$ cat src/hdl/sahd_pkg.sv
`timescale 1ns / 1ps
// ----------------------------------------------------------------------------
// sahd_pkg
// Types and constants shared by the sensor alarm block: the sample and result
// beats, the register map and the register reset values.
// ----------------------------------------------------------------------------
package sahd_pkg;

  // Configuration port widths.
  localparam int CFG_IDX_W  = 4;
  localparam int CFG_DATA_W = 32;

  // Register map.
  localparam logic [CFG_IDX_W-1:0] REG_VIB_TRIP_LEVEL   = 4'd0;
  localparam logic [CFG_IDX_W-1:0] REG_VIB_CLEAR_LEVEL  = 4'd1;
  localparam logic [CFG_IDX_W-1:0] REG_VIB_TRIP_RUNS    = 4'd2;
  localparam logic [CFG_IDX_W-1:0] REG_VIB_CLEAR_RUNS   = 4'd3;
  localparam logic [CFG_IDX_W-1:0] REG_TEMP_TRIP_LEVEL  = 4'd4;
  localparam logic [CFG_IDX_W-1:0] REG_TEMP_CLEAR_LEVEL = 4'd5;
  localparam logic [CFG_IDX_W-1:0] REG_HUM_TRIP_LEVEL   = 4'd6;
  localparam logic [CFG_IDX_W-1:0] REG_HUM_CLEAR_LEVEL  = 4'd7;

  // Register reset values.
  localparam logic signed [31:0] VIB_TRIP_LEVEL_RST  = 32'sd1000;
  localparam logic signed [31:0] VIB_CLEAR_LEVEL_RST = 32'sd500;
  localparam logic [7:0]         VIB_TRIP_RUNS_RST   = 8'd3;
  localparam logic [7:0]         VIB_CLEAR_RUNS_RST  = 8'd3;
  localparam logic [7:0]         TEMP_TRIP_RST       = 8'd40;
  localparam logic [7:0]         TEMP_CLEAR_RST      = 8'd35;
  localparam logic [7:0]         HUM_TRIP_RST        = 8'd80;
  localparam logic [7:0]         HUM_CLEAR_RST       = 8'd70;

  // One sample set.
  typedef struct packed {
    logic signed [31:0] vibration_level;
    logic [7:0]         temperature_reading;
    logic [7:0]         humidity_reading;
    logic               climate_sample_ok;
    logic               motion_sample_ok;
    logic               climate_sensor_failed;
    logic               motion_sensor_failed;
  } sahd_in_t;

  // One result.
  typedef struct packed {
    logic vib_alarm;
    logic temp_alarm;
    logic hum_alarm;
    logic sys_alarm;
  } sahd_out_t;

endpackage

$ cat src/hdl/sensor_alarm_hysteresis_debounce_top.sv
`timescale 1ns / 1ps
// ----------------------------------------------------------------------------
// sensor_alarm_hysteresis_debounce_top
// Vibration alarm with debounce run counters, and temperature and humidity
// alarms with plain hysteresis, combined into a system alarm.
// ----------------------------------------------------------------------------
//  Channel  | Direction | Handshake            | Payload
//  ---------+-----------+----------------------+-----------------------------
//  in_      | input     | in_valid / in_ready  | in_data (sahd_in_t)
//  out_     | output    | out_valid / out_ready| out_data (sahd_out_t)
//  cfg_     | input     | cfg_valid / cfg_ready| cfg_index, cfg_data
//
// One sample beat is taken every cycle while in_ready is high. A beat goes to
// the input register, then to the result register, from which it is offered.
// Between them lie a signed compare and a saturating run count for vibration,
// and an unsigned compare per climate path. Reset (rst_n low, synchronous)
// clears alarms, run counters and stage valids and loads the register defaults.
// in_ready falls only while both stages hold a beat and out_ready is low.
// ----------------------------------------------------------------------------
module sensor_alarm_hysteresis_debounce_top
  import sahd_pkg::*;
#(
  parameter int RUN_COUNT_MAX = 255
) (
  input  logic                  clk,
  input  logic                  rst_n,
  input  logic                  in_valid,
  output logic                  in_ready,
  input  sahd_in_t              in_data,
  output logic                  out_valid,
  input  logic                  out_ready,
  output sahd_out_t             out_data,
  input  logic                  cfg_valid,
  output logic                  cfg_ready,
  input  logic [CFG_IDX_W-1:0]  cfg_index,
  input  logic [CFG_DATA_W-1:0] cfg_data
);

  localparam int CNT_W = $clog2(RUN_COUNT_MAX + 1);
  localparam int CMP_W = (CNT_W > 8) ? CNT_W : 8;
  localparam logic [CNT_W-1:0] CNT_MAX = CNT_W'(RUN_COUNT_MAX);

  // Configuration registers.
  logic signed [31:0] vib_trip_level_r, vib_clear_level_r;
  logic [7:0]         vib_trip_runs_r, vib_clear_runs_r;
  logic [7:0]         temp_trip_r, temp_clear_r, hum_trip_r, hum_clear_r;

  // Pipeline registers.
  sahd_in_t  s1_r;
  logic      s1_valid_r, s1_valid_nxt;
  sahd_out_t out_r, out_nxt;
  logic      out_valid_r, out_valid_nxt;

  // Alarm state.
  logic             vib_alarm_r, vib_alarm_nxt;
  logic             temp_alarm_r, temp_alarm_nxt;
  logic             hum_alarm_r, hum_alarm_nxt;
  logic [CNT_W-1:0] high_cnt_r, high_cnt_nxt;
  logic [CNT_W-1:0] low_cnt_r, low_cnt_nxt;

  logic in_accept, advance;
  logic [CNT_W-1:0] high_inc, low_inc;

  // Handshake: the input stage moves on whenever the result register is free.
  assign cfg_ready = 1'b1;
  assign advance   = s1_valid_r && (!out_valid_r || out_ready);
  assign in_ready  = !s1_valid_r || advance;
  assign in_accept = in_valid && in_ready;
  assign out_valid = out_valid_r;
  assign out_data  = out_r;

  assign s1_valid_nxt  = in_accept || (s1_valid_r && !advance);
  assign out_valid_nxt = advance || (out_valid_r && !out_ready);

  // Saturating increments of the run counters.
  assign high_inc = (high_cnt_r < CNT_MAX) ? high_cnt_r + 1'b1 : high_cnt_r;
  assign low_inc  = (low_cnt_r < CNT_MAX) ? low_cnt_r + 1'b1 : low_cnt_r;

  // Vibration debounce, climate hysteresis and the combined result.
  always_comb begin
    vib_alarm_nxt  = vib_alarm_r;
    high_cnt_nxt   = high_cnt_r;
    low_cnt_nxt    = low_cnt_r;
    temp_alarm_nxt = temp_alarm_r;
    hum_alarm_nxt  = hum_alarm_r;

    if (s1_r.motion_sensor_failed) begin
      vib_alarm_nxt = 1'b0;
      high_cnt_nxt  = '0;
      low_cnt_nxt   = '0;
    end else if (!s1_r.motion_sample_ok) begin
      high_cnt_nxt = '0;
      low_cnt_nxt  = '0;
    end else if (!vib_alarm_r) begin
      low_cnt_nxt  = '0;
      high_cnt_nxt = (s1_r.vibration_level > vib_trip_level_r) ? high_inc : '0;
      if (CMP_W'(high_cnt_nxt) >= CMP_W'(vib_trip_runs_r)) begin
        vib_alarm_nxt = 1'b1;
        high_cnt_nxt  = '0;
      end
    end else begin
      high_cnt_nxt = '0;
      low_cnt_nxt  = (s1_r.vibration_level < vib_clear_level_r) ? low_inc : '0;
      if (CMP_W'(low_cnt_nxt) >= CMP_W'(vib_clear_runs_r)) begin
        vib_alarm_nxt = 1'b0;
        low_cnt_nxt   = '0;
      end
    end

    if (s1_r.climate_sensor_failed) begin
      temp_alarm_nxt = 1'b0;
      hum_alarm_nxt  = 1'b0;
    end else if (s1_r.climate_sample_ok) begin
      if (!temp_alarm_r) begin
        temp_alarm_nxt = (s1_r.temperature_reading >= temp_trip_r);
      end else begin
        temp_alarm_nxt = !(s1_r.temperature_reading <= temp_clear_r);
      end
      if (!hum_alarm_r) begin
        hum_alarm_nxt = (s1_r.humidity_reading >= hum_trip_r);
      end else begin
        hum_alarm_nxt = !(s1_r.humidity_reading <= hum_clear_r);
      end
    end

    out_nxt.vib_alarm  = vib_alarm_nxt;
    out_nxt.temp_alarm = temp_alarm_nxt;
    out_nxt.hum_alarm  = hum_alarm_nxt;
    out_nxt.sys_alarm  = vib_alarm_nxt || temp_alarm_nxt || hum_alarm_nxt ||
                         s1_r.climate_sensor_failed ||
                         s1_r.motion_sensor_failed;
  end

  // Control state and alarm state.
  always_ff @(posedge clk) begin
    if (!rst_n) begin
      s1_valid_r   <= 1'b0;
      out_valid_r  <= 1'b0;
      vib_alarm_r  <= 1'b0;
      temp_alarm_r <= 1'b0;
      hum_alarm_r  <= 1'b0;
      high_cnt_r   <= '0;
      low_cnt_r    <= '0;
    end else begin
      s1_valid_r  <= s1_valid_nxt;
      out_valid_r <= out_valid_nxt;
      if (advance) begin
        vib_alarm_r  <= vib_alarm_nxt;
        temp_alarm_r <= temp_alarm_nxt;
        hum_alarm_r  <= hum_alarm_nxt;
        high_cnt_r   <= high_cnt_nxt;
        low_cnt_r    <= low_cnt_nxt;
      end
    end
  end

  // Payload registers.
  always_ff @(posedge clk) begin
    if (in_accept) begin
      s1_r <= in_data;
    end
    if (advance) begin
      out_r <= out_nxt;
    end
  end

  // Configuration registers; an unmapped index is ignored.
  always_ff @(posedge clk) begin
    if (!rst_n) begin
      vib_trip_level_r  <= VIB_TRIP_LEVEL_RST;
      vib_clear_level_r <= VIB_CLEAR_LEVEL_RST;
      vib_trip_runs_r   <= VIB_TRIP_RUNS_RST;
      vib_clear_runs_r  <= VIB_CLEAR_RUNS_RST;
      temp_trip_r       <= TEMP_TRIP_RST;
      temp_clear_r      <= TEMP_CLEAR_RST;
      hum_trip_r        <= HUM_TRIP_RST;
      hum_clear_r       <= HUM_CLEAR_RST;
    end else if (cfg_valid) begin
      case (cfg_index)
        REG_VIB_TRIP_LEVEL:   vib_trip_level_r  <= signed'(cfg_data);
        REG_VIB_CLEAR_LEVEL:  vib_clear_level_r <= signed'(cfg_data);
        REG_VIB_TRIP_RUNS:    vib_trip_runs_r   <= cfg_data[7:0];
        REG_VIB_CLEAR_RUNS:   vib_clear_runs_r  <= cfg_data[7:0];
        REG_TEMP_TRIP_LEVEL:  temp_trip_r       <= cfg_data[7:0];
        REG_TEMP_CLEAR_LEVEL: temp_clear_r      <= cfg_data[7:0];
        REG_HUM_TRIP_LEVEL:   hum_trip_r        <= cfg_data[7:0];
        REG_HUM_CLEAR_LEVEL:  hum_clear_r       <= cfg_data[7:0];
        default: begin
        end
      endcase
    end
  end

endmodule

$ cat config.mk
export PLATFORM = sky130hd
export DESIGN_NAME = sensor_alarm_hysteresis_debounce_top
export DESIGN_NICKNAME = d
export VERILOG_FILES = /design/src/hdl/sahd_pkg.sv /design/src/hdl/sensor_alarm_hysteresis_debounce_top.sv
export SDC_FILE = /design/constraint.sdc
export NUM_CORES = 1
export LEC_CHECK = 0
export BUFFER_PORTS_ARGS = -buffer_cell sky130_fd_sc_hd__buf_2
export CORE_MARGIN = 2
export CORE_UTILIZATION = 54
export DETAILED_ROUTE_END_ITERATION = 7
export GPL_TIMING_DRIVEN = 1
export PLACE_DENSITY = 0.88
export RECOVER_POWER = 25
export SYNTH_ARGS = -nofsm -noshare
export SYNTH_HDL_FRONTEND = slang
export SYNTH_SLANG_ARGS = --single-unit
$ cat constraint.sdc
create_clock -name clk -period 4 [get_ports clk]
set_input_delay 1 -clock clk [delete_from_list [all_inputs] [get_ports clk]]
set_output_delay 1 -clock clk [all_outputs]
set_load 0.05 [all_outputs]
==> flow_metrics.py <==
metrics = {
    "outcome": {
        "status": "complete, but fails checks",
        "violations": "negative setup slack",
    },
    "critical_path": {
        "critPathCaptureType": "flop",
        "crit_required_ps": 4140,
        "cp-startpoint": "s1_r[30]$_DFFE_PP_",
        "critPathArrivalTime_ps": 4560,
        "r2r_start": "s1_r[30]$_DFFE_PP_",
        "critPathMaxFanout": 4,
        "cp-start-kind": "flop",
        "worstSetupPathType": "flop to flop",
    },
    "yosys": {
        "avgSynthCellArea_um2": 9.22,
        "ys_types": 54,
        "syn_area_um2": 9890,
        "synth-main-ff-cell": "dfxtp_1",
        "postSynth.asyncResetShare_pct": 0,
        "synth-seq-cells": 189,
        "synth-edff-count": 56,
        "ys_seq_area_share_pct": 43.9,
        "syn_nets": 1279,
        "synth_cells": 1073,
        "yosysWarningCount": 0,
    },
    "route": {
        "drc": 0,
        "avgRoutedWirePerCell_um": 18.1,
        "via_per_inst": 5.78,
        "drtIter0Drc": 748,
        "vias": 8265,
        "drt_pass1_iterations": 7,
        "antenna_left": 0,
        "drt-total-wl_um": 25900,
    },
    "timing": {
        "tightest_slew_ps": 1070,
        "fmax_ghz": 0.226,
        "period_share_pct": 111,
        "worst_slack_ps": -423,
        "max-slew-margin-rel_pct": 28.8,
        "hold_viol": 0,
        "slew_violations": 0,
        "min_period_ps": 4420,
        "skew_ps": 6.59,
        "finalSetupTns_ps": -3500,
        "rsz0062_at_grt": "yes",
        "finalSetupViolCount": 18,
    },
    "floorplanning": {
        "core_um2": 18000,
        "start_util_pct": 55.1,
        "dieArea_um2": 19400,
        "row_count": 49,
        "fp.dieW_um": 139,
        "fp.dieH_um": 139,
        "ios": 100,
    },
    "layout": {
        "fin_nets": 1395,
        "mostFrequentLayoutCell": "nand2_1",
        "synthToLayoutAreaGrowth_pct": 19.0,
        "mostFrequentLayoutCells": "nand2_1 (178), dfxtp_1 (133), inv_1 (119)",
        "diodes": 0,
        "drive_above_1_share_pct": 18.1,
        "fillers": 1289,
    },
    "power": {
        "clkPwrFrac_pct": 42.5,
        "switchingPower_mw": 1.02,
        "fin_total_pwr_mw": 4.29,
        "p_seq_share_pct": 48.0,
        "combPwrFrac_pct": 9.5,
        "p_leak_nw": 4.75,
        "max-vdd-ir-drop_mv": 0.331,
        "powerDensity_nw_per_um2": 365,
        "p_int_mw": 3.27,
        "swShare_pct": 23.7,
    },
    "cts": {
        "cts_tree": "yes",
        "cts.clk_slew.worst_paths_ps": 70,
        "h-tree-depth": 4,
        "clock-sinks": 189,
        "cts.path.max_buffers": 2,
        "clockRootBuffer": "clkbuf_16",
        "insertion_delay_ps": 440,
        "numCtsBuffers": 17,
    },
    "worst_hold_path": {
        "worstHoldStart": "vib_clear_level_r[24]$_SDFFE_PN0P_",
        "hold_path.class": "flop to flop",
    },
    "global_routing": {
        "grt_overflow_total": 0,
        "grt_pass1_vias": 8034,
        "grt_pass1_wl_um": 38200,
        "grt_max_degree": 118,
        "grt_use_total_pct": 24.2,
        "antenna_found_initial": 0,
    },
    "placed_design": {
        "io_buffers": 98,
        "gp_congestion": 0.889,
        "dp_hpwl_um": 15500,
    },
    "flow_run": {
        "max_cap_viol_count": 0,
    },
}
worst max-delay path, stage by stage (launching register included):
cell and delay [ps]:
edfxtp_1 450, ha_4 310, nand4_1 140, buf_4 180, nor4_4 320, a21boi_2 230
o31a_1 250, o21ai_1 170, nand2_4 140, nand2_4 80, nor2_2 210, ha_4 260
nand3_2 100, nand2_2 60, a41oi_2 180, a21oi_2 90, buf_4 140, buf_4 140
a21o_1 200, a211oi_2 250, nand4b_1 220
metal layers:
metal  global-route usage [%]  routed length (µm)  up-vias
met3                     5.16                1640       89
met2                     42.8               13200      388
met1                     29.2               10100     3889
met4                     8.13                 876        0
met5                        0                   0        -
li1                         -                   -     3899
metrics by stage:
step	std cells	util (%)	cell area (µm²)	hold WS [ps]	setup slack, ps
global route	1431	65.5	11800	491	-470
finish	1431	65.5	11800	467	-423
detailed placement	1382	59.5	10700	459	-220
floorplan	1073	-	9890	439	120
global placement	1382	59.5	10700	451	-33.6
CTS	1419	63.7	11400	469	-18.5
layout make-up:
| cell class | count | area [µm²] | share of cell area [%] |
|---|---|---|---|
| multi-input combinational | 721 | 5240 | 44.5 |
| sequential | 189 | 4340 | 36.9 |
| timing repair buffer | 141 | 817 | 6.94 |
| inverter | 119 | 447 | 3.80 |
| tap | 229 | 287 | 2.44 |
| clock buffer | 20 | 447 | 3.80 |
| clock inverter | 12 | 184 | 1.56 |
sequential cells by signal, indices dropped and copies added, names as in the netlist, 8 cells and up:
| register | flops |
|---|---|
| hum_trip_r | 8 |
| temp_clear_r | 8 |
| vib_trip_runs_r | 8 |
| vib_clear_runs_r | 8 |
| s1_r | 52 |
| vib_trip_level_r | 32 |
| vib_clear_level_r | 32 |
| low_cnt_r | 8 |
| hum_clear_r | 8 |
| high_cnt_r | 8 |
| temp_trip_r | 8 |
synthesized netlist by cell type, drive strengths merged (8+ instances only):
cell type | n | area [µm²]
nand4 | 22 | 138
buf | 10 | 51.3
o21ai | 35 | 175
nand2b | 11 | 68.8
edfxtp | 56 | 1680
nand3 | 15 | 75.1
and2 | 10 | 62.6
a21boi | 55 | 413
inv | 119 | 447
a21oi | 55 | 279
ha | 113 | 1410
nand2 | 181 | 679
o211ai | 24 | 180
mux2i | 43 | 430
dfxtp | 133 | 2660
nor4 | 8 | 50.1
a21o | 9 | 67.6
clkbuf | 34 | 128
nor2b | 45 | 282
nor2 | 36 | 135
kinds of logic after synthesis:
kind of cell    count (synthesis)  share of synthesized area [%]
compound gates                206                           13.7
xor+xnor                        3                          0.266
fa+ha+maj                     113                           14.3
buf+inv                       163                           6.33
flops                         189                           43.9
mux                            43                           4.35
other cells                     1                         0.0379
simple gates                  355                           17.1
power groups by stage:
stage               combinational, mW  clock [mW]  sequential (mW)
finish                          0.406        1.82             2.06
CTS                             0.366        1.82             2.06
global placement                0.333           0             2.10
floorplan                       0.211           0             2.10
detailed placement              0.349           0             2.10
global route                    0.445        1.90             2.06
path summary, 6_finish.rpt:
kind              slack [ps]                            endpoint  cells after the start
hold / removal           470  vib_clear_level_r[24]$_SDFFE_PN0P_                      2
setup / recovery        -420               out_data[0]$_DFFE_PP_                     20
hold reg to reg          470  vib_clear_level_r[24]$_SDFFE_PN0P_                      2
setup reg to reg        -420               out_data[0]$_DFFE_PP_                     20
what timing repair did:
action,CTS,global route
resized for setup,19,43
pin swaps,16,32
setup buffers,5,12
hold buffers,0,0
setup endpoints to repair,15,19
Note: power is estimated with default switching activity, not from simulation.
